$ cat src/hdl/pcx_pkg.sv
// shared constants, codes and control structs of the pcx rle decoder
`timescale 1ns / 1ps
package pcx_pkg;

  localparam int MAX_WIDTH  = 640;
  localparam int MAX_HEIGHT = 480;

  localparam int COL_W = (MAX_WIDTH > 1) ? $clog2(MAX_WIDTH) : 1;
  localparam int ROW_W = (MAX_HEIGHT > 1) ? $clog2(MAX_HEIGHT) : 1;

  localparam int X_W   = 10;
  localparam int Y_W   = 9;
  localparam int HDR_W = 16;
  localparam int IDX_W = 7;

  localparam logic [IDX_W-1:0] HDR_LAST = 7'd127;

  localparam logic [7:0] MANUF_ID  = 8'h0A;
  localparam logic [7:0] VERSION   = 8'd5;
  localparam logic [7:0] ENCODING  = 8'd1;
  localparam logic [7:0] BITS_PIX  = 8'd8;
  localparam logic [7:0] RUN_MARK  = 8'hC0;
  localparam logic [7:0] RUN_MASK  = 8'h3F;

  localparam logic [IDX_W-1:0] IDX_MANUF = 7'd0;
  localparam logic [IDX_W-1:0] IDX_VER   = 7'd1;
  localparam logic [IDX_W-1:0] IDX_ENC   = 7'd2;
  localparam logic [IDX_W-1:0] IDX_BPP   = 7'd3;
  localparam logic [IDX_W-1:0] IDX_XLO   = 7'd8;
  localparam logic [IDX_W-1:0] IDX_XHI   = 7'd9;
  localparam logic [IDX_W-1:0] IDX_YLO   = 7'd10;
  localparam logic [IDX_W-1:0] IDX_YHI   = 7'd11;

  localparam logic [1:0] KIND_PIXEL = 2'd0;
  localparam logic [1:0] KIND_HDR_OK = 2'd1;
  localparam logic [1:0] KIND_HDR_BAD = 2'd2;
  localparam logic [1:0] KIND_TRUNC = 2'd3;

  typedef struct packed {
    logic take;
    logic clear;
  } hdr_ctrl_t;

  typedef struct packed {
    logic last;
    logic good;
  } hdr_stat_t;

  typedef struct packed {
    logic clear;
    logic step;
  } pos_ctrl_t;

  typedef struct packed {
    logic [COL_W-1:0] column;
    logic [ROW_W-1:0] row;
    logic             last_col;
    logic             last_img;
  } pos_stat_t;

endpackage

$ cat src/hdl/pcx_hdr.sv
// header collector and checker of the pcx rle decoder
`timescale 1ns / 1ps
module pcx_hdr
  import pcx_pkg::*;
(
  input  logic             clk,
  input  logic             rst,
  input  hdr_ctrl_t        ctrl,
  input  logic [7:0]       raw_byte,
  output hdr_stat_t        stat,
  output logic [HDR_W-1:0] xmax,
  output logic [HDR_W-1:0] ymax
);

  logic [IDX_W-1:0] index;
  logic             valid;

  always_ff @(posedge clk) begin
    if (rst || ctrl.clear) begin
      index <= '0;
      valid <= 1'b1;
      xmax  <= '0;
      ymax  <= '0;
    end else if (ctrl.take) begin
      if ((index == IDX_MANUF && raw_byte != MANUF_ID) ||
          (index == IDX_VER && raw_byte != VERSION) ||
          (index == IDX_ENC && raw_byte != ENCODING) ||
          (index == IDX_BPP && raw_byte != BITS_PIX)) begin
        valid <= 1'b0;
      end
      if (index == IDX_XLO) xmax[7:0]  <= raw_byte;
      if (index == IDX_XHI) xmax[15:8] <= raw_byte;
      if (index == IDX_YLO) ymax[7:0]  <= raw_byte;
      if (index == IDX_YHI) ymax[15:8] <= raw_byte;
      if (index == HDR_LAST) begin
        index <= '0;
      end else begin
        index <= IDX_W'(index + 1'b1);
      end
    end
  end

  assign stat.last = (index == HDR_LAST);
  assign stat.good = valid && (xmax < HDR_W'(MAX_WIDTH)) && (ymax < HDR_W'(MAX_HEIGHT));

endmodule

$ cat src/hdl/pcx_pos.sv
// shared pixel position unit: column and row counters with end-of-row compare
`timescale 1ns / 1ps
module pcx_pos
  import pcx_pkg::*;
(
  input  logic             clk,
  input  logic             rst,
  input  pos_ctrl_t        ctrl,
  input  logic [HDR_W-1:0] xmax,
  input  logic [HDR_W-1:0] ymax,
  output pos_stat_t        stat
);

  logic [COL_W-1:0] column;
  logic [ROW_W-1:0] row;
  logic             last_col;

  assign last_col = HDR_W'(column) >= xmax;

  always_ff @(posedge clk) begin
    if (rst || ctrl.clear) begin
      column <= '0;
      row    <= '0;
    end else if (ctrl.step) begin
      if (last_col) begin
        column <= '0;
        row    <= ROW_W'(row + 1'b1);
      end else begin
        column <= COL_W'(column + 1'b1);
      end
    end
  end

  assign stat.column   = column;
  assign stat.row      = row;
  assign stat.last_col = last_col;
  assign stat.last_img = last_col && (HDR_W'(row) >= ymax);

endmodule

$ cat src/hdl/pcx_rle_image_decoder.sv
// top level of the pcx rle decoder: byte sequencer and output register
`timescale 1ns / 1ps
// Takes a PCX file one byte per word on the slave side and produces result words on the
// master side: a header accept (with image size) or reject after the 128-byte header, then
// one word per decoded pixel with its column and row, and a truncation word if the file ends
// before the image is complete. A byte that yields results holds off the next byte until all
// of its results have been loaded into the output register, since pixels leave one per cycle
// through the single shared column/row counter while the master side accepts them; a full run
// of 63 pixels cut short by the end of file drops its last pixel before the truncation word.
// Back-pressure on the master side adds wait cycles. After the byte marked with tlast the block
// returns to the header phase.
module pcx_rle_image_decoder
  import pcx_pkg::*;
(
  input  logic        clk,
  input  logic        rst,
  input  logic        s_axis_tvalid,
  output logic        s_axis_tready,
  input  logic [7:0]  s_axis_tdata,  // raw file byte
  input  logic        s_axis_tlast,  // end_of_file
  output logic        m_axis_tvalid,
  input  logic        m_axis_tready,
  // pixel_value, pixel_x, pixel_y, image_width, image_height, 2 bits zero
  output logic [47:0] m_axis_tdata,
  output logic [2:0]  m_axis_tuser,  // result_kind, image_done
  output logic        m_axis_tlast   // run_last
);

  localparam logic [1:0] ST_IDLE  = 2'd0;
  localparam logic [1:0] ST_HDR   = 2'd1;
  localparam logic [1:0] ST_RUN   = 2'd2;
  localparam logic [1:0] ST_TRUNC = 2'd3;

  localparam logic [1:0] PH_HEADER = 2'd0;
  localparam logic [1:0] PH_DECODE = 2'd1;
  localparam logic [1:0] PH_SKIP   = 2'd2;

  localparam logic [5:0] RUN_FULL_M1 = 6'd62;

  logic [1:0] state, state_next;
  logic [1:0] phase, phase_next;
  logic       pending, pending_next;
  logic [5:0] pend_cnt, pend_cnt_next;
  logic [7:0] byte_hold, byte_hold_next;
  logic       eof_hold, eof_hold_next;
  logic       good_hold, good_hold_next;
  logic [5:0] run_len, run_len_next;
  logic [5:0] emitted, emitted_next;

  logic [1:0]   out_kind, kind_next;
  logic [7:0]   out_value;
  logic [X_W-1:0] out_x, x_next;
  logic [Y_W-1:0] out_y, y_next;
  logic [X_W-1:0] out_w, w_next;
  logic [Y_W-1:0] out_h, h_next;
  logic         out_last, last_next;
  logic         out_done, done_next;
  logic         out_valid, out_load;

  hdr_ctrl_t        hdr_ctrl;
  hdr_stat_t        hdr_stat;
  pos_ctrl_t        pos_ctrl;
  pos_stat_t        pos_stat;
  logic [HDR_W-1:0] xmax, ymax;

  logic       in_acc, slot_free, rearm, stop, drop;
  logic [5:0] cnt;

  pcx_hdr u_hdr (
    .clk      (clk),
    .rst      (rst),
    .ctrl     (hdr_ctrl),
    .raw_byte (s_axis_tdata),
    .stat     (hdr_stat),
    .xmax     (xmax),
    .ymax     (ymax)
  );

  pcx_pos u_pos (
    .clk  (clk),
    .rst  (rst),
    .ctrl (pos_ctrl),
    .xmax (xmax),
    .ymax (ymax),
    .stat (pos_stat)
  );

  assign s_axis_tready = (state == ST_IDLE);
  assign in_acc        = s_axis_tvalid && s_axis_tready;
  assign slot_free     = !out_valid || m_axis_tready;

  assign stop = (6'(emitted + 6'd1) == run_len) || pos_stat.last_col;
  assign drop = eof_hold && (emitted == RUN_FULL_M1) && !pos_stat.last_img;

  always_comb begin
    state_next     = state;
    phase_next     = phase;
    pending_next   = pending;
    pend_cnt_next  = pend_cnt;
    byte_hold_next = byte_hold;
    eof_hold_next  = eof_hold;
    good_hold_next = good_hold;
    run_len_next   = run_len;
    emitted_next   = emitted;
    hdr_ctrl       = '0;
    pos_ctrl       = '0;
    rearm          = 1'b0;
    cnt            = '0;
    out_load       = 1'b0;
    kind_next      = KIND_PIXEL;
    x_next         = '0;
    y_next         = '0;
    w_next         = '0;
    h_next         = '0;
    last_next      = 1'b0;
    done_next      = 1'b0;

    unique case (state)
      ST_IDLE: begin
        if (in_acc) begin
          byte_hold_next = s_axis_tdata;
          eof_hold_next  = s_axis_tlast;
          unique case (phase)
            PH_HEADER: begin
              hdr_ctrl.take = 1'b1;
              if (hdr_stat.last) begin
                good_hold_next = hdr_stat.good;
                state_next     = ST_HDR;
                if (hdr_stat.good) begin
                  phase_next     = PH_DECODE;
                  pos_ctrl.clear = 1'b1;
                  pending_next   = 1'b0;
                end else begin
                  phase_next = PH_SKIP;
                end
              end else if (s_axis_tlast) begin
                state_next = ST_TRUNC;
              end
            end
            PH_DECODE: begin
              if (pending) begin
                cnt          = pend_cnt;
                pending_next = 1'b0;
              end else if ((s_axis_tdata & RUN_MARK) == RUN_MARK) begin
                pending_next  = 1'b1;
                pend_cnt_next = 6'(s_axis_tdata & RUN_MASK);
              end else begin
                cnt = 6'd1;
              end
              run_len_next = cnt;
              emitted_next = '0;
              if (cnt != '0) begin
                state_next = ST_RUN;
              end else if (s_axis_tlast) begin
                state_next = ST_TRUNC;
              end
            end
            default: begin
              rearm = s_axis_tlast;
            end
          endcase
        end
      end
      ST_HDR: begin
        if (slot_free) begin
          out_load  = 1'b1;
          kind_next = good_hold ? KIND_HDR_OK : KIND_HDR_BAD;
          if (good_hold) begin
            w_next = X_W'(xmax + 16'd1);
            h_next = Y_W'(ymax + 16'd1);
          end
          last_next = !(good_hold && eof_hold);
          if (good_hold && eof_hold) begin
            state_next = ST_TRUNC;
          end else begin
            state_next = ST_IDLE;
            rearm      = eof_hold;
          end
        end
      end
      ST_RUN: begin
        if (slot_free) begin
          if (drop) begin
            state_next = ST_TRUNC;
          end else begin
            out_load      = 1'b1;
            kind_next     = KIND_PIXEL;
            x_next        = X_W'(pos_stat.column);
            y_next        = Y_W'(pos_stat.row);
            done_next     = pos_stat.last_img;
            last_next     = stop && !(eof_hold && !pos_stat.last_img);
            pos_ctrl.step = 1'b1;
            emitted_next  = 6'(emitted + 6'd1);
            if (stop) begin
              if (pos_stat.last_img) begin
                phase_next = PH_SKIP;
              end
              if (eof_hold && !pos_stat.last_img) begin
                state_next = ST_TRUNC;
              end else begin
                state_next = ST_IDLE;
                rearm      = eof_hold;
              end
            end
          end
        end
      end
      default: begin
        if (slot_free) begin
          out_load   = 1'b1;
          kind_next  = KIND_TRUNC;
          last_next  = 1'b1;
          state_next = ST_IDLE;
          rearm      = 1'b1;
        end
      end
    endcase

    // end of file returns to the header phase
    if (rearm) begin
      phase_next     = PH_HEADER;
      pending_next   = 1'b0;
      pend_cnt_next  = '0;
      hdr_ctrl.clear = 1'b1;
      pos_ctrl.clear = 1'b1;
    end
  end

  always_ff @(posedge clk) begin
    if (rst) begin
      state     <= ST_IDLE;
      phase     <= PH_HEADER;
      pending   <= 1'b0;
      pend_cnt  <= '0;
      out_valid <= 1'b0;
    end else begin
      state    <= state_next;
      phase    <= phase_next;
      pending  <= pending_next;
      pend_cnt <= pend_cnt_next;
      if (out_load) begin
        out_valid <= 1'b1;
      end else if (m_axis_tready) begin
        out_valid <= 1'b0;
      end
    end
  end

  always_ff @(posedge clk) begin
    byte_hold <= byte_hold_next;
    eof_hold  <= eof_hold_next;
    good_hold <= good_hold_next;
    run_len   <= run_len_next;
    emitted   <= emitted_next;
    if (out_load) begin
      out_kind  <= kind_next;
      out_value <= (kind_next == KIND_PIXEL) ? byte_hold : 8'd0;
      out_x     <= x_next;
      out_y     <= y_next;
      out_w     <= w_next;
      out_h     <= h_next;
      out_last  <= last_next;
      out_done  <= done_next;
    end
  end

  assign m_axis_tvalid = out_valid;
  assign m_axis_tdata  = {2'b00, out_h, out_w, out_y, out_x, out_value};
  assign m_axis_tuser  = {out_done, out_kind};
  assign m_axis_tlast  = out_last;

endmodule

$ cat config.mk
export PLATFORM = sky130hd
export DESIGN_NAME = pcx_rle_image_decoder
export DESIGN_NICKNAME = d
export VERILOG_FILES = /design/src/hdl/pcx_pkg.sv /design/src/hdl/pcx_hdr.sv /design/src/hdl/pcx_pos.sv /design/src/hdl/pcx_rle_image_decoder.sv
export SDC_FILE = /design/constraint.sdc
export NUM_CORES = 1
export LEC_CHECK = 0
export CORE_ASPECT_RATIO = 1.75
export CORE_MARGIN = 1
export CORE_UTILIZATION = 55
export CTS_BUF_LIST = sky130_fd_sc_hd__clkbuf_16
export DETAILED_ROUTE_END_ITERATION = 7
export DONT_BUFFER_PORTS = 1
export PLACE_DENSITY = 0.73
export SLEW_MARGIN = 20
export SYNTH_ARGS = -nofsm -noshare
export SYNTH_HDL_FRONTEND = slang
export SYNTH_SLANG_ARGS = --single-unit
$ cat constraint.sdc
create_clock -name clk -period 4.55 [get_ports clk]
set_input_delay 0.2275 -clock clk [delete_from_list [all_inputs] [get_ports clk]]
set_output_delay 0.2275 -clock clk [all_outputs]
set_load 0.1 [all_outputs]
==> results of run 1 <==
==> metal layers <==
layer	global-route usage	wire length, um	part of all wire	up-vias
met5	0	0	0	-
met4	0.143	685	0.044	0
met3	0.0554	657	0.042	47
met2	0.474	8660	0.55	148
met1	0.265	5720	0.36	2411
li1	-	-	-	2433
==> state kept, by name, indices dropped and copies added (netlist names) <==
| name | flops |
|---|---|
| out_done | 1 |
| u_pos.row | 9 |
| out_kind | 2 |
| m_axis_tvalid | 1 |
| u_hdr.valid | 1 |
| byte_hold | 8 |
| pend_cnt | 6 |
| run_len | 6 |
| out_w | 10 |
| m_axis_tlast | 1 |
| good_hold | 1 |
| u_hdr.xmax | 16 |
| state | 2 |
| out_x | 10 |
| out_value | 8 |
| u_hdr.ymax | 16 |
| pending | 1 |
| eof_hold | 1 |
| emitted | 6 |
| out_h | 9 |
| phase | 2 |
| u_pos.column | 10 |
| u_hdr.index | 7 |
| out_y | 9 |
==> layout make-up <==
type	instances	area (sq um)	area share
Multi-Input combinational cell	478	3060	0.398
Sequential cell	143	3580	0.466
Tap cell	165	206	0.0269
Clock inverter	14	115	0.0150
Timing Repair Buffer	14	130	0.0169
Clock buffer	18	450	0.0586
Inverter	39	146	0.0190
==> worst max-delay path: cells and delay by family (launching register included) <==
| kind | cells | cell delay [ns] |
|---|---|---|
| AOI/OAI and AO/OA | 6 | 2.01 |
| adders and majority gates | 1 | 0.27 |
| buffers and inverters | 1 | 0.10 |
| DFF | 1 | 0.38 |
| and+or+nand+nor | 1 | 0.09 |
==> cell families after synthesis <==
group           Yosys count  share of synthesized area
xor+xnor                 39                     0.0515
simple gates            279                      0.199
buf+inv                  64                     0.0395
flops                   143                      0.519
other cells               1                   0.000544
fa+ha+maj                33                     0.0599
mux                      15                     0.0218
compound gates          110                      0.108
==> synth_stat cells, types with 4 or more instances <==
master,n,area (sq um)
clkbuf_1,14,52.6
nor2_2,5,31.3
inv_1,39,146
xnor2_1,20,175
or3_1,7,43.8
o2111ai_1,5,43.8
nand3_1,46,230
nor2_1,76,285
nor3_1,13,65.1
and3_1,9,56.3
buf_2,5,25.0
xor2_1,18,158
nand4_1,9,56.3
nand2b_1,5,31.3
a21oi_1,41,205
a21oi_2,5,43.8
edfxtp_1,72,2160
o21a_1,4,30.0
mux2i_1,15,150
o21ai_0,16,80.1
ha_1,33,413
and2_1,29,181
o211ai_1,9,67.6
dfxtp_1,71,1420
nor4_1,5,31.3
nand2_1,58,218
==> what timing repair did <==
item	CTS	global route
buffers inserted	0	0
gates resized for setup	0	0
hold buffers	10	0
endpoints found under the hold margin	48	0
==> power breakdown <==
part	internal [mW]	leakage [nW]	switching (mW)
clock	0.780	0.276	0.542
sequential	1.75	1.28	1.83
combinational	0.188	1.18	0.472
total	2.72	2.74	2.85
==> cells in the final DEF, fill, tap and decap left out, types with 4 or more instances in the layout <==
master and n:
dfxtp_1 71, inv_1 40, o2111ai_1 5, clkinv_2 4, and2_1 29, a21oi_2 5, ha_1 33, nor3_1 13
or3_1 7, o211ai_1 9, nand2_1 58, nor2_2 5, dlygate4sd3_1 10, buf_4 4, a21oi_1 41, nor2_1 75
o21a_1 4, xor2_1 18, o21ai_0 16, nand4_1 9, clkbuf_16 18, xnor2_1 20, and3_1 9, nand2b_1 5
mux2i_1 15, edfxtp_1 72, nor4_1 5, nand3_1 46
==> through the flow <==
stage / worst slack (ns) / utilization / hold slack [ns]
3_5_place_dp: 1.35 / 0.579 / 0.303
3_3_place_gp: 1.53 / 0.579 / 0.301
4_1_cts: 1.32 / 0.634 / 0.00806
5_1_grt: 1.10 / 0.634 / 0.0116
2_1_floorplan: 0.179 / - / 0.297
6_report: 1.33 / 0.634 / 0.0193
==> worst paths after layout <==
path         slack [ns]        endpoint  cells after the start
max reg2reg        1.33      emitted[5]                      9
max                1.33      emitted[5]                      9
min reg2reg        0.46  u_hdr.xmax[15]                      2
min                0.02        state[0]                      2
==> metrics.txt, run 1 <==
status=finished clean; Slew Viols, Final=0; First DRT Iteration DRCs=about 280; Max Cap Violations=0; gr usage total=0.257; Final nets=739; crit end category=flip-flop; Setup Crit Path Kind=flip-flop to flip-flop; DR pass1 iterations=7; post-route ant nets=0; crit-path cells=inv_1 -> ha_1 -> nand2b_1 -> a2111oi_1 -> a2111oi_2 -> o211ai_2 -> a21oi_2 -> a21oi_1 -> a21oi_1; FP Rows=53; largest net degree at the start of global routing=51; vias post-DR=5039; vias in the first global route=between 4000 and 5000; Synth cell types=about 60; largest fanout on the critical path=19; via/cell ratio=between 5 and 6; Crit path top cell by count=a21oi_1; final setup vio count=0; clk_lat worst skew=0.42 ns; core area=about 0.012 sq mm; Hold Startpoint=rst; TritonCTS clock tree=built; I/O Buffers=0; critical path launch point=u_pos.column[0]; Peak VDD IR=0.309 mV; post-synthesis async set-or-reset flop share=0; Slowest cell on crit path=a21oi_2; Syn-to-layout area delta=11.5%; die area=~0.013 sq mm; H-Tree Depth=4; Die Ht=approximately 150 um; ys flop type=edfxtp_1; min Tclk post-route=roughly 3.2 ns; EDFF count, synth=about 70; global route total overflow=0; Die X=around 87 um; WL final=roughly 16000 um; CP required=around 4.6 ns; post-DR wirelength/cell=around 18 um; Seq/Total Area, Yosys=0.519; Reg clk slew, reported paths=~0.060 ns; initial antenna violation count=0; CTS Buffer Depth=2; clock skew=slightly below 0.009 ns; Top Ports=between 60 and 70; Worst Hold Class=primary input to flip-flop; Cell Count, Final, Fillers Out=~870; RSZ-0062 raised after global routing=no; CTS Buf Count=17; Max Clk Rate=between 300 and 400 MHz; final instance area=~0.0077 sq mm; dpl hpwl=~11000 um; root buf cell=clkbuf_16; crit share post-route=0.708; Synth Instances=between 600 and 700; PD cells=just over 700 mW/mm^2; Initial Util=0.568; final routed DRC violation total=0; synthesized area=around 0.007 sq mm; Mapped Avg Cell Area=10.1 sq um; leakage=2.74 nW; fill count=between 900 and 1000; antenna cells=0; Placement Cell Area=approximately 0.007 sq mm; Final Hold Viols=0; Startpoint Class=flip-flop; critical path arrival=around 3.3 ns; measured slew at the worst slew-check pin=about 1.1 ns; total power=approximately 5.6 mW; first-pass GRT wire length=between 20000 and 25000 um; placed cells=approximately 830; GPL Wtd Cong=around 0.85; setup TNS=0 ns; Synth Register Bits=between 100 and 150; Synth warnings=0; clock sinks=between 100 and 150; worst reg2reg startpoint=u_pos.column[0]; max_slew headroom=0.261; slowest stage delay, CP=0.63 ns; share of cells above drive strength 1=0.0864
(Power assumes the default switching activity.)
==> run 2, diff against run 1 <==
- ABC_AREA: default -> 1
- PLACE_DENSITY: 0.73 -> 0.7
- clock period: 4.55 -> 3.3 ns (I/O delays scaled with it)
==> metrics.txt, run 2 <==
CTS Buf Count=17 (unchanged); Final Hold Viols=0 (unchanged); Final nets=979 (was 739); Int Pwr=4.15 mW (was 2.72 mW); Slowest cell on crit path=dfxtp_1 (was a21oi_2); most common cell after layout, fill and taps aside=nand2_1 (was nor2_1); Initial Util=0.562 (was 0.568); Reg clk slew, reported paths=0.06 ns (about the same); FP Rows=56 (was 53); I/O Buffers=0 (unchanged); final routed DRC violation total=0 (unchanged); Setup Crit Path Kind=flip-flop to flip-flop (unchanged); max_slew headroom=0.303 (was 0.261); final setup vio count=0 (unchanged); PD cells=1010 mW/mm^2 (was 724 mW/mm^2); main area contributors after synthesis=edfxtp_1 (29%), dfxtp_1 (19%), nand2_1 (9.0%) (was edfxtp_1 (31%), dfxtp_1 (21%), ha_1 (6.0%)); RSZ-0062 raised after global routing=no (unchanged); registers with the most flip-flops=u_hdr.xmax x16, u_hdr.ymax x16 (unchanged); sequential fraction of design power=0.589 (was 0.644); setup slack, reg-to-reg=0.80 ns (was 1.33 ns); WHS=0.0544 ns (was 0.0193 ns); Worst Hold Path EP=pend_cnt[3] (was state[0]); post-route ant nets=0 (unchanged); vias in the first global route=5744 (was 4913); Die X=90.4 um (was 86.7 um); R2R Path End=u_pos.column[0] (was emitted[5]); Die Ht=157 um (was 150 um); share of the synthesized area in the top cell type=0.288 (was 0.313); Max Clk Rate=400 MHz (was 310 MHz); Reg2Reg Depth=16 (was 9); clock sinks=143 (unchanged); post-DR wirelength/cell=15.3 um (was 18.1 um); Worst Hold Class=primary input to flip-flop (unchanged); Synth Register Bits=143 (unchanged); Seq/Total Area, Yosys=0.477 (was 0.519); ys flop type=edfxtp_1 (unchanged); First DRT Iteration DRCs=303 (was 275); Peak VDD IR=0.496 mV (was 0.309 mV); via/cell ratio=5.33 (was 5.79); hold path cells=4 (was 2); first-pass GRT wire length=27700 um (was 24900 um); largest net degree at the start of global routing=52 (was 51); leakage=3.30 nW (was 2.74 nW); clock skew=0.00851 ns (was 0.00870 ns); GPL Wtd Cong=0.902 (was 0.852); Syn-to-layout area delta=12.0% (was 11.5%); Startpoint Class=flip-flop (unchanged); core area=0.0134 sq mm (was 0.0121 sq mm); Synth warnings=0 (unchanged); largest fanout on the critical path=37 (was 19); slowest stage delay, CP=0.39 ns (was 0.63 ns); gr usage total=0.255 (was 0.257); commonest cells after routing, fill and taps aside=nand2_1 (181), inv_1 (145), nor2_1 (109) (was nor2_1 (75), edfxtp_1 (72), dfxtp_1 (71)); worst reg2reg startpoint=u_hdr.xmax[7] (was u_pos.column[0]); antenna cells=0 (unchanged); Combinational Power Share=0.172 (was 0.118); vias post-DR=5965 (was 5039); Hold Startpoint=s_axis_tdata[3] (was rst); WL final=17100 um (was 15700 um); initial antenna violation count=0 (unchanged); Cell Count, Final, Fillers Out=1120 (was 871); setup TNS=0 ns (unchanged); die area=0.0142 sq mm (was 0.0130 sq mm); synthesized area=0.00752 sq mm (was 0.00690 sq mm); CP required=3.65 ns (was 4.60 ns); post-synthesis async set-or-reset flop share=0 (unchanged); CTS Buffer Depth=2 (unchanged); measured slew at the worst slew-check pin=1.04 ns (was 1.10 ns); Synth Instances=919 (was 684); H-Tree Depth=4 (unchanged); crit share post-route=0.757 (was 0.708); share of cells above drive strength 1=0.113 (was 0.0864); Clk pwr share=0.238 (was 0.237); min Tclk post-route=2.50 ns (was 3.22 ns); global route total overflow=0 (unchanged); critical path arrival=2.85 ns (was 3.28 ns); Slew Viols, Final=0 (unchanged); EDFF count, synth=72 (unchanged); Max Cap Violations=0 (unchanged); clk_lat worst skew=0.42 ns (about the same); top-count cell post-synth=nand2_1 (was nor2_1); most frequent cells after synthesis=nand2_1 (181), inv_1 (144), nor2_1 (109), edfxtp_1 (72), dfxtp_1 (71) (was nor2_1 (76), edfxtp_1 (72), dfxtp_1 (71), nand2_1 (58), nand3_1 (46)); status=finished clean (unchanged); Synth cell types=44 (was 61); dpl hpwl=12600 um (was 10900 um); Switching Share=0.511 (about the same); Top Ports=67 (unchanged); root buf cell=clkbuf_16 (unchanged); Psw=4.34 mW (was 2.85 mW); crit end category=flip-flop (unchanged); Mapped Avg Cell Area=8.18 sq um (was 10.1 sq um); placed cells=1077 (was 829); DR pass1 iterations=6 (was 7); TritonCTS clock tree=built (unchanged); largest area contributor in the netlist=edfxtp_1 (unchanged); crit-path cells=inv_2 -> ha_1 -> a21oi_1 -> nand2_1 -> nor2_1 -> nand2_1 -> nand2_2 -> nand2_4 -> nand2_4 -> nand2_4 -> nand2_2 -> buf_4 -> nor2_1 -> a21oi_1 -> inv_1 -> nor2_1 (was inv_1 -> ha_1 -> nand2b_1 -> a2111oi_1 -> a2111oi_2 -> o211ai_2 -> a21oi_2 -> a21oi_1 -> a21oi_1)
==> run 2: cell count changes after synthesis, moves of 12 or more <==
cell and change:
or2_2 +12, nand4_1 +15, nand2_1 +123, xnor2_1 -18
a21oi_2 +15, mux2i_1 -15, inv_1 +105, nor2_1 +33
and2_1 -28, o21ai_0 +14
==> run 2: logic make-up after synthesis <==
| group | count (synthesis) | synth area share |
|---|---|---|
| xor gates and xnor gates | 17 | 0.0198 |
| DFF | 143 | 0.477 |
| AOI/OAI and AO/OA | 108 | 0.0887 |
| and+or+nand+nor | 440 | 0.262 |
| other | 1 | 0.000499 |
| adders and majority gates | 33 | 0.0549 |
| buffers and inverters | 177 | 0.0977 |
==> run 2: critical path, delay by kind of cell (launching register included) <==
family	cells	cell delay, ns
adder cells (fa/ha/maj)	1	0.29
AND/OR/NAND/NOR	10	0.89
AO/OA/AOI/OAI	2	0.34
flip-flops	1	0.39
buffers and inverters	3	0.50
==> run 2: metrics by stage <==
stage / cell area [sq um] / setup slack [ns] / power, mW / util
final: 8420 / 0.802 / 8.49 / 0.629
after CTS: 8420 / 0.816 / 8.53 / 0.629
after global placement: 7680 / 0.897 / 6.46 / 0.574
after global routing: 8420 / 0.532 / 8.81 / 0.629
after detailed placement: 7680 / 0.821 / 6.49 / 0.574
after floorplan: 7530 / 0.0831 / 6.13 / -
==> run 2: power groups by stage <==
stage               clock network [mW]  registers, mW  logic, mW
finish                            2.02           5.00       1.46
global route                      2.12           5.05       1.63
CTS                               2.05           5.01       1.47
detailed placement                   0           5.05       1.44
global placement                     0           5.04       1.43
floorplan                            0           5.01       1.12
==> run 2: cell type report <==
type / instances / area (sq um)
tap: 174 / 218
sequential: 143 / 3580
fill: 1138 / 4960
clock inverter: 13 / 159
clock buffer: 19 / 475
multi-input combinational: 600 / 3220
timing repair buffer: 21 / 210
inverter: 150 / 563
==> run 2: per-layer routing <==
metal	part of all wire	routed length [um]	global-route usage
met1	0.36	6160	0.246
met4	0.049	835	0.151
met2	0.56	9560	0.495
met5	0	0	0
met3	0.033	557	0.0486
==> run 2: how the worst max path moves through the flow <==
stage / startpoint / to / slack, ns
after floorplan: state[0] / m_axis_tlast / 0.08
after global placement: u_hdr.xmax[2] / u_pos.column[0] / 0.90
after detailed placement: u_hdr.xmax[7] / u_pos.column[0] / 0.82
after CTS: u_hdr.xmax[7] / u_pos.column[0] / 0.82
after global routing: u_hdr.ymax[2] / u_pos.column[5] / 0.53
final: u_hdr.xmax[7] / u_pos.column[0] / 0.80
==> run 2: timing repair <==
| action | 4_1_cts | 5_1_grt |
|---|---|---|
| hold buffers | 11 | 0 |
| gates resized for setup | 0 | 0 |
| endpoints found under the hold margin | 40 | 0 |
| setup buffers | 0 | 0 |
==> run 3, diff against run 2 <==
- ABC_AREA: 1 -> 0
- clock period: 3.3 -> 2.4 ns (I/O delays scaled with it)
==> metrics.txt, run 3 (synthesis gave the netlist of run 1 again) <==
status=finished with violations (was finished clean); failing checks=negative setup slack; Worst Hold Path EP=out_kind[1] (was pend_cnt[3]); clk_lat worst skew=0.42 ns (about the same); Slowest cell on crit path=dfxtp_1 (unchanged); root buf cell=clkbuf_16 (unchanged); Max Cap Violations=0 (unchanged); RSZ-0062 raised after global routing=yes (was no); global route total overflow=0 (unchanged); R2R Path End=u_pos.column[6] (was u_pos.column[0]); via/cell ratio=5.75 (was 5.33); Worst Hold Class=primary input to flip-flop (unchanged); final routed DRC violation total=0 (unchanged); H-Tree Depth=4 (unchanged); final worst setup slack=-0.102 ns (was 0.802 ns); Peak VDD IR=0.585 mV (was 0.496 mV); core area=0.0121 sq mm (was 0.0134 sq mm); post-route ant nets=0 (unchanged); WHS=0.0343 ns (was 0.0544 ns); most common cell after layout, fill and taps aside=buf_4 (was nand2_1); Hold Startpoint=m_axis_tready (was s_axis_tdata[3]); crit end category=flip-flop (unchanged); leakage=3.25 nW (was 3.30 nW); Critical path buffers and inverters=2 (was 3); hold path cells=2 (was 4); antenna cells=0 (unchanged); dpl hpwl=12200 um (was 12600 um); critical path launch point=u_pos.column[1] (was u_hdr.xmax[7]); setup slack, reg-to-reg=-0.10 ns (was 0.80 ns); CP delay by family, top=compound AO/OA/AOI/OAI gates (was simple AND/OR/NAND/NOR gates); crit share post-route=1.04 (was 0.757); final setup vio count=62 (was 0); Max Clk Rate=400 MHz (about the same); I/O Buffers=0 (unchanged); measured slew at the worst slew-check pin=0.918 ns (was 1.04 ns); Syn-to-layout area delta=26.5% (was 12.0%); PD cells=1280 mW/mm^2 (was 1010 mW/mm^2); Die Ht=150 um (was 157 um); first-pass GRT wire length=27600 um (was 27700 um); largest net degree at the start of global routing=41 (was 52); fill count=849 (was 1138); crit-path cells=ha_4 -> a2111oi_4 -> a2111oi_4 -> buf_4 -> o211a_4 -> buf_4 -> o211a_4 -> or2_4 -> nor2_2 (was inv_2 -> ha_1 -> a21oi_1 -> nand2_1 -> nor2_1 -> nand2_1 -> nand2_2 -> nand2_4 -> nand2_4 -> nand2_4 -> nand2_2 -> buf_4 -> nor2_1 -> a21oi_1 -> inv_1 -> nor2_1); Setup Crit Path Kind=flip-flop to flip-flop (unchanged); Reg clk slew, reported paths=0.06 ns (about the same); total power=11.1 mW (was 8.49 mW); largest fanout on the critical path=8 (was 37); registers with the most flip-flops=u_hdr.xmax x16, u_hdr.ymax x16 (unchanged); Startpoint Class=flip-flop (unchanged); FP Rows=53 (was 56); Top Ports=67 (unchanged); share of cells above drive strength 1=0.258 (was 0.113); max_slew headroom=0.389 (was 0.303); First DRT Iteration DRCs=338 (was 303); WL final=18000 um (was 17100 um); Cell Count, Final, Fillers Out=957 (was 1120); CTS Buffer Depth=2 (unchanged); GPL Wtd Cong=0.878 (was 0.902); vias post-DR=5498 (was 5965); slowest stage delay, CP=0.47 ns (was 0.39 ns); worst reg2reg startpoint=u_pos.column[1] (was u_hdr.xmax[7]); initial antenna violation count=0 (unchanged); Final Hold Viols=0 (unchanged); TritonCTS clock tree=built (unchanged); Die X=86.7 um (was 90.4 um); Slew Viols, Final=0 (unchanged); setup TNS=-3.11 ns (was 0 ns); commonest cells after routing, fill and taps aside=buf_4 (79), nor2_1 (74), edfxtp_1 (72) (was nand2_1 (181), inv_1 (145), nor2_1 (109)); CP required=2.76 ns (was 3.65 ns); gr usage total=0.285 (was 0.255); Initial Util=0.568 (was 0.562); clock sinks=143 (unchanged); CTS Buf Count=17 (unchanged); die area=0.0130 sq mm (was 0.0142 sq mm); final instance area=0.00873 sq mm (was 0.00842 sq mm); Placement Cell Area=0.00768 sq mm (about the same); clock skew=0.00686 ns (was 0.00851 ns); Reg2Reg Depth=9 (was 16); DR pass1 iterations=5 (was 6); vias in the first global route=5547 (was 5744); post-DR wirelength/cell=18.8 um (was 15.3 um); Finished Core Util=0.719 (was 0.629); Final nets=825 (was 979); min Tclk post-route=2.50 ns (about the same); critical path arrival=2.86 ns (was 2.85 ns); placed cells=904 (was 1077); pre-CTS WS=-0.159 ns (was 0.821 ns)
run 3: cell types whose count changed in the layout (fill, tap and decap cells not counted), moves of 16 or more:
cell	before	now
nor2_1	109	74
nand2_1	181	57
buf_4	8	79
inv_1	145	31
xnor2_1	2	18
and2_1	1	29
run 3: where the power goes:
part | internal, mW | switching, mW
clock network | 1.46 | 1.11
logic | 0.707 | 1.13
registers | 3.32 | 3.42
total | 5.48 | 5.66
run 3: layout make-up:
type,instances,area [sq um],area share
flip-flops and latches,143,3600,0.413
clock inverters,15,155,0.0178
repair buffers,100,852,0.0976
clock buffers,17,425,0.0488
well taps,165,206,0.0237
multi-input cells,478,3340,0.383
inverters,39,146,0.0168
run 3: what timing repair did:
action                                  in CTS  in global routing
gates resized for setup                     31                 32
pin swaps                                   15                 10
endpoints found under the setup margin     121                142
buffers inserted                             7                  3
cloned                                       0                  2
hold buffers                                10                  0
endpoints found under the hold margin       50                  0
run 3: worst max path at each step:
stage	end	slack [ns]	depth (start not counted)
2_1_floorplan	m_axis_tlast	-0.47	9
5_1_grt	u_pos.column[5]	-0.14	11
3_5_place_dp	u_pos.column[9]	-0.16	10
6_report	u_pos.column[6]	-0.10	9
3_3_place_gp	u_pos.column[9]	-0.07	10
4_1_cts	u_pos.column[5]	-0.02	12
run 3: layer usage:
metal,track usage,wire length (um)
met1,0.290,6400
met2,0.527,10100
met3,0.0570,733
met4,0.169,797
met5,0,0
